--- src/sv/twcs_pkg.sv ---
// ----------------------------------------------------------------------------
// twcs_pkg
// Shared types and constants of the textured wall column stepper.
// ----------------------------------------------------------------------------
package twcs_pkg;

    localparam int COL_W      = 12;
    localparam int ROW_W      = 11;
    localparam int HEIGHT_W   = 19;
    localparam int HIT_W      = 16;
    localparam int IDX_W      = 10;
    localparam int COLOR_W    = 32;
    localparam int POS_W      = 22;
    localparam int DIVIDEND_W = 30;
    localparam int DIV_CNT_W  = 5;
    localparam int TEXX_W     = 5;
    localparam int TEXY_W     = 6;
    localparam int IN_DATA_W  = 96;
    localparam int OUT_DATA_W = 56;

    localparam logic [HEIGHT_W-1:0] ONE_Q8 = HEIGHT_W'(256);

    typedef enum logic [1:0] {
        CMD_WRITE = 2'd0,
        CMD_START = 2'd1,
        CMD_NEXT  = 2'd2
    } cmd_t;

    typedef struct packed {
        logic wr_texel;
        logic load_start;
        logic div_step;
        logic mul_load;
        logic next_fetch;
        logic out_load;
    } ctrl_cmd_t;

    typedef struct packed {
        logic span_active;
        logic div_done;
        logic out_free;
    } dp_status_t;

endpackage

--- src/sv/twcs_ctrl.sv ---
// ----------------------------------------------------------------------------
// twcs_ctrl
// Sequencer: accepts requests, runs the step division and the start multiply,
// and waits for the texture read before handing a pixel to the output.
// ----------------------------------------------------------------------------
module twcs_ctrl
    import twcs_pkg::*;
(
    input  logic       clk,
    input  logic       rst_n,
    input  logic       in_valid,
    input  logic [1:0] in_cmd,
    output logic       in_ready,
    input  dp_status_t status,
    output ctrl_cmd_t  cmd
);

    typedef enum logic [3:0] {
        ST_IDLE  = 4'b0001,
        ST_DIV   = 4'b0010,
        ST_MUL   = 4'b0100,
        ST_FETCH = 4'b1000
    } state_t;

    state_t state_reg;
    state_t state_next;
    logic   accept;

    assign in_ready = (state_reg == ST_IDLE);
    assign accept   = in_valid && in_ready;

    always_comb
    begin
        state_next = state_reg;
        cmd        = '0;
        unique case (state_reg)
            ST_IDLE:
            begin
                if (accept)
                begin
                    unique case (in_cmd)
                        CMD_WRITE:
                        begin
                            cmd.wr_texel = 1'b1;
                        end
                        CMD_START:
                        begin
                            cmd.load_start = 1'b1;
                            state_next     = ST_DIV;
                        end
                        CMD_NEXT:
                        begin
                            if (status.span_active)
                            begin
                                cmd.next_fetch = 1'b1;
                                state_next     = ST_FETCH;
                            end
                        end
                        default:
                        begin
                            state_next = ST_IDLE;
                        end
                    endcase
                end
            end
            ST_DIV:
            begin
                cmd.div_step = 1'b1;
                if (status.div_done)
                begin
                    state_next = ST_MUL;
                end
            end
            ST_MUL:
            begin
                cmd.mul_load = 1'b1;
                state_next   = ST_IDLE;
            end
            ST_FETCH:
            begin
                if (status.out_free)
                begin
                    cmd.out_load = 1'b1;
                    state_next   = ST_IDLE;
                end
            end
            default:
            begin
                state_next = ST_IDLE;
            end
        endcase
    end

    always_ff @(posedge clk or negedge rst_n)
    begin
        if (!rst_n)
        begin
            state_reg <= ST_IDLE;
        end
        else
        begin
            state_reg <= state_next;
        end
    end

endmodule

--- config.mk ---
export PLATFORM = sky130hd
export DESIGN_NAME = twcs_ctrl
export DESIGN_NICKNAME = d
export VERILOG_FILES = /design/src/sv/twcs_pkg.sv /design/src/sv/twcs_ctrl.sv
export SDC_FILE = /design/constraint.sdc
export NUM_CORES = 1
export LEC_CHECK = 0
export BUFFER_PORTS_ARGS = -buffer_cell sky130_fd_sc_hd__buf_4
export CAP_MARGIN = 20
export CORE_AREA = 8 8 45 47
export DETAILED_ROUTE_END_ITERATION = 16
export DIE_AREA = 0 0 53 55
export GPL_TIMING_DRIVEN = 0
export PLACE_DENSITY = 0.53
export SLEW_MARGIN = 20
export SYNTH_ARGS = -nofsm -noshare
export SYNTH_HDL_FRONTEND = slang
export SYNTH_SLANG_ARGS = --single-unit
export TNS_END_PERCENT = 50
--- constraint.sdc ---
create_clock -name clk -period 3.7 [get_ports clk]
set_input_delay 0.925 -clock clk [delete_from_list [all_inputs] [get_ports clk]]
set_output_delay 0.925 -clock clk [all_outputs]
set_load 0.02 [all_outputs]
# Word level (Yosys, flattened, before mapping)
# Index checks and enable logic that the tools add are counted.
# totals
word_cells,33
out_inout_bits,7
reg_bits,4
inputBits,8
# classes
n_eq_ne,11
mux,18
reduce_logical,3
# ops
cell,count
4-bit case mux with 3 select lines,2
4-bit 2-to-1 mux,4
1-bit 2-to-1 mux,10
2-bit != test (second input constant),3
5-bit AND reduction,1
4-bit by 1-bit == test with 1-bit output (second input constant),1
4-bit by 2-bit == test with 1-bit output (second input constant),1
4-bit by 3-bit == test with 1-bit output (second input constant),1
4-bit == test (second input constant),1
2-bit 2-to-1 mux,2
3-bit != test (second input constant),1
2-bit by 1-bit == test with 1-bit output (second input constant),1
2-bit == test (second input constant),1
2-bit zero test,1
2-bit by 1-bit != test with 1-bit output (second input constant),1
1-bit logical AND,1

# Logic depth before layout (Yosys ltp)
# depth
depth_word,4
depth_mapped,4
ltp_nobuf,4

# Least setup slack after synthesis
# OpenSTA, ideal clock, no wires.
# synth_timing
path_kind,input-to-output
from,in in_cmd[0]
to,out cmd[1] (netlist bit)
cell_stages,4
required_ns,2.775
path_buffers,0
t_arrival_ns,1.494
slack_ns,1.281
cell_sequence,inv_1 ha_1 nand2_1 nor2_1
# synth_rtl
item,line_no,text
start: declaration,twcs_ctrl.sv:12,"input logic [1:0] in_cmd,"
end: declaration,twcs_ctrl.sv:15,output ctrl_cmd_t cmd

==> results.json <==
{
  "outcome": "finished, final reports clean",
  "width_of_the_die_um": 53,
  "clk_latency_ps": 240,
  "design.die.area_um2": 2920,
  "drv.max_cap_violation_count": 0,
  "critical_path.reg2reg.startpoint": "state_reg[0]",
  "numPortBuffers": 14,
  "ios": 15,
  "route.vias.total": 284,
  "cp-start-kind": "input port",
  "area_taken_by_multi_input_logic_gates_um2": 198,
  "dp_hpwl_um": 619,
  "syn2layout_area_growth_pct": 47.6,
  "firstDrtPassIters": 4,
  "cts_root_buffer": "clkbuf_4",
  "synth_seq_cells": 4,
  "mappedNetlistNets": 42,
  "wire_length_of_the_first_global_routing_pass_mm": 1.16,
  "min_path_type": "in -> async",
  "tritoncts": "yes",
  "period_needed_ps": 2560,
  "netlist_instances": 31,
  "worst-r2r-setup-slack_ps": 2340,
  "die_h_um": 55,
  "p_per_area_nw_per_um2": 302,
  "syn-mean-instance-area_um2": 10.3,
  "headroom_to_the_max_slew_limit_pct": 76.4,
  "antennaDiodeCount": 0,
  "critical_path_required_ps": 2770,
  "rr_worst_depth": 3,
  "drtIter0Drc": 6,
  "post-route-drc-count": 0,
  "number_of_distinct_standard_cells_referenced_by_the_synthesized_netlist": 19,
  "number_of_slew_limit_violations_in_the_final_report": 0,
  "fraction_of_final_layout_cells_with_drive_strength_greater_than_1_pct": 49.0,
  "crit-reg2reg-capture": "state_reg[3]",
  "initial_utilization_pct": 23.0,
  "worst_setup_path_end_kind": "output port",
  "clock_tree.buffer_depth": 2,
  "htree_depth": 1,
  "grt_util_all_layers_pct": 5.15,
  "core-area_um2": 1380,
  "fp-row-count": 14,
  "drt_wl_total_um": 767,
  "report.final.hold_viol_count": 0,
  "grt_start_max_net_pins": 7,
  "synth-seq-area-share_pct": 31.9,
  "cts_hold_buffers": 0,
  "period_share_pct": 69.3,
  "clock_sinks": 4,
  "gpl.final_weighted_congestion": 0.674,
  "grt_setup_unrepaired": "false",
  "vias_in_the_first_global_route": 295,
  "ir_drop_uv": 106,
  "final.setup.tns_ps": 0,
  "yosys_warnings": 0,
  "antenna_found_initial": 0,
  "layout.area.seq_um2": 101,
  "report.final.setup_viol": 0,
  "route.detailed.wl_per_inst_um": 11.8,
  "postCtsResizedCells": 0,
  "syn_area_um2": 318,
  "worstMarginPinSlew_ps": 353,
  "critical_path_arrival_ps": 1640,
  "critical_path.max_fanout": 3,
  "skew_ps": 5.68,
  "p_leak_nw": 0.247,
  "largest_reg_flops": 4,
  "num-fill-cells": 159,
  "worst-setup-path-type": "in -> out",
  "finalNetCount": 61,
  "finish.utilization_pct": 33.9,
  "clock_buffers_created_by_tritoncts": 3,
  "viasPerCell": 4.37,
  "post_cts.repair.setup_buffers": 0,
  "worst_setup_hold_path_clk_slew_ps": 40,
  "grt_overflow_total": 0,
  "postRouteAntennaNets": 0,
  "fmax_ghz": 0.390
}
## critical path, stage by stage
cell	delay, ps
buf_4	80
inv_1	40
ha_1	230
and3_2	210
buf_4	150
## where the power goes
group | switching (mW) | internal (mW) | leakage [nW]
sequential | 0.00305 | 0.0466 | 0.0520
clock | 0.0187 | 0.0405 | 0.0150
combinational | 0.0156 | 0.0171 | 0.180
total | 0.0374 | 0.104 | 0.247
## per-stage QoR
step | total power [mW] | std cells | hold WS, ps | area (um2) | setup slack (ps)
2_1_floorplan | 0.0677 | 31 | 505 | 318 | 1280
3_3_place_gp | 0.0831 | 61 | 558 | 443 | 1130
3_5_place_dp | 0.0834 | 61 | 540 | 443 | 1140
4_1_cts | 0.144 | 65 | 468 | 469 | 1130
5_1_grt | 0.148 | 65 | 467 | 469 | 1090
6_report | 0.142 | 65 | 472 | 469 | 1140
## layout make-up
cell class                      count  share of cell area, %
Timing Repair Buffer               14                   22.4
Multi-Input combinational cell     22                   42.1
Inverter                            5                   4.00
Clock buffer                        4                   5.60
Tap cell                           16                   4.27
Sequential cell                     4                   21.6
## Yosys cell counts
master    count  area share [%]
o32ai_2       1             5.1
nor4b_4       1             7.5
a21oi_1       1             1.6
nand2_1       2             2.4
or4b_1        1             3.1
dfrtp_1       3              24
and3_2        2             4.7
nor2_1        3             3.5
dfstp_2       1             8.3
and2_1        1             2.0
inv_1         5             5.9
and2_2        1             2.4
ha_1          3              12
nand2b_1      1             2.0
nor4b_1       1             2.8
mux2i_1       1             3.1
nor4b_2       1             4.7
a22o_1        1             2.8
a32oi_1       1             2.8
## worst max-delay path by stage
stage,from,endpoint,slack (ps),cells past startpoint
6_report,in_cmd[0],cmd[5],1140,5
5_1_grt,in_cmd[1],cmd[5],1090,5
4_1_cts,in_cmd[0],cmd[5],1130,5
3_5_place_dp,in_cmd[0],cmd[5],1140,5
3_3_place_gp,in_cmd[0],cmd[5],1130,5
2_1_floorplan,in_cmd[0],cmd[1],1280,4
## logic make-up (layout without fill, tap and decap cells)
| family | Yosys count | count (layout) | synth area share (%) |
|---|---|---|---|
| flops | 4 | 4 | 31.9 |
| fa+ha+maj | 3 | 3 | 11.8 |
| buf+inv | 5 | 23 | 5.91 |
| compound gates | 4 | 4 | 12.2 |
| simple gates | 14 | 14 | 35.0 |
| mux | 1 | 1 | 3.15 |
## routing by layer
layer | wire length [um] | vias up | part of all wire (%) | GRT usage, %
li1 | - | 144 | - | -
met1 | 314 | 132 | 41 | 5.66
met2 | 405 | 8 | 53 | 8.79
met3 | 48 | 0 | 6.3 | 0.802
met4 | 0 | 0 | 0 | 3.88
met5 | 0 | - | 0 | 0
## placed cells by master, fill, tap and decap left out
| master | netlist | layout |
|---|---|---|
| buf_4 | 0 | 14 |
| inv_1 | 5 | 5 |
| nor2_1 | 3 | 3 |
| ha_1 | 3 | 3 |
| clkbuf_4 | 0 | 3 |
| dfrtp_1 | 3 | 3 |
| and3_2 | 2 | 2 |
| nand2_1 | 2 | 2 |
| nor4b_2 | 1 | 1 |
| nor4b_4 | 1 | 1 |
| nor4b_1 | 1 | 1 |
| or4b_1 | 1 | 1 |
| a21oi_1 | 1 | 1 |
| a22o_1 | 1 | 1 |
| and2_2 | 1 | 1 |
| nand2b_1 | 1 | 1 |
| mux2i_1 | 1 | 1 |
| a32oi_1 | 1 | 1 |
| and2_1 | 1 | 1 |
| o32ai_2 | 1 | 1 |
| clkbuf_1 | 0 | 1 |
| dfstp_2 | 1 | 1 |
No activity file was read; power rests on OpenSTA's default activity.
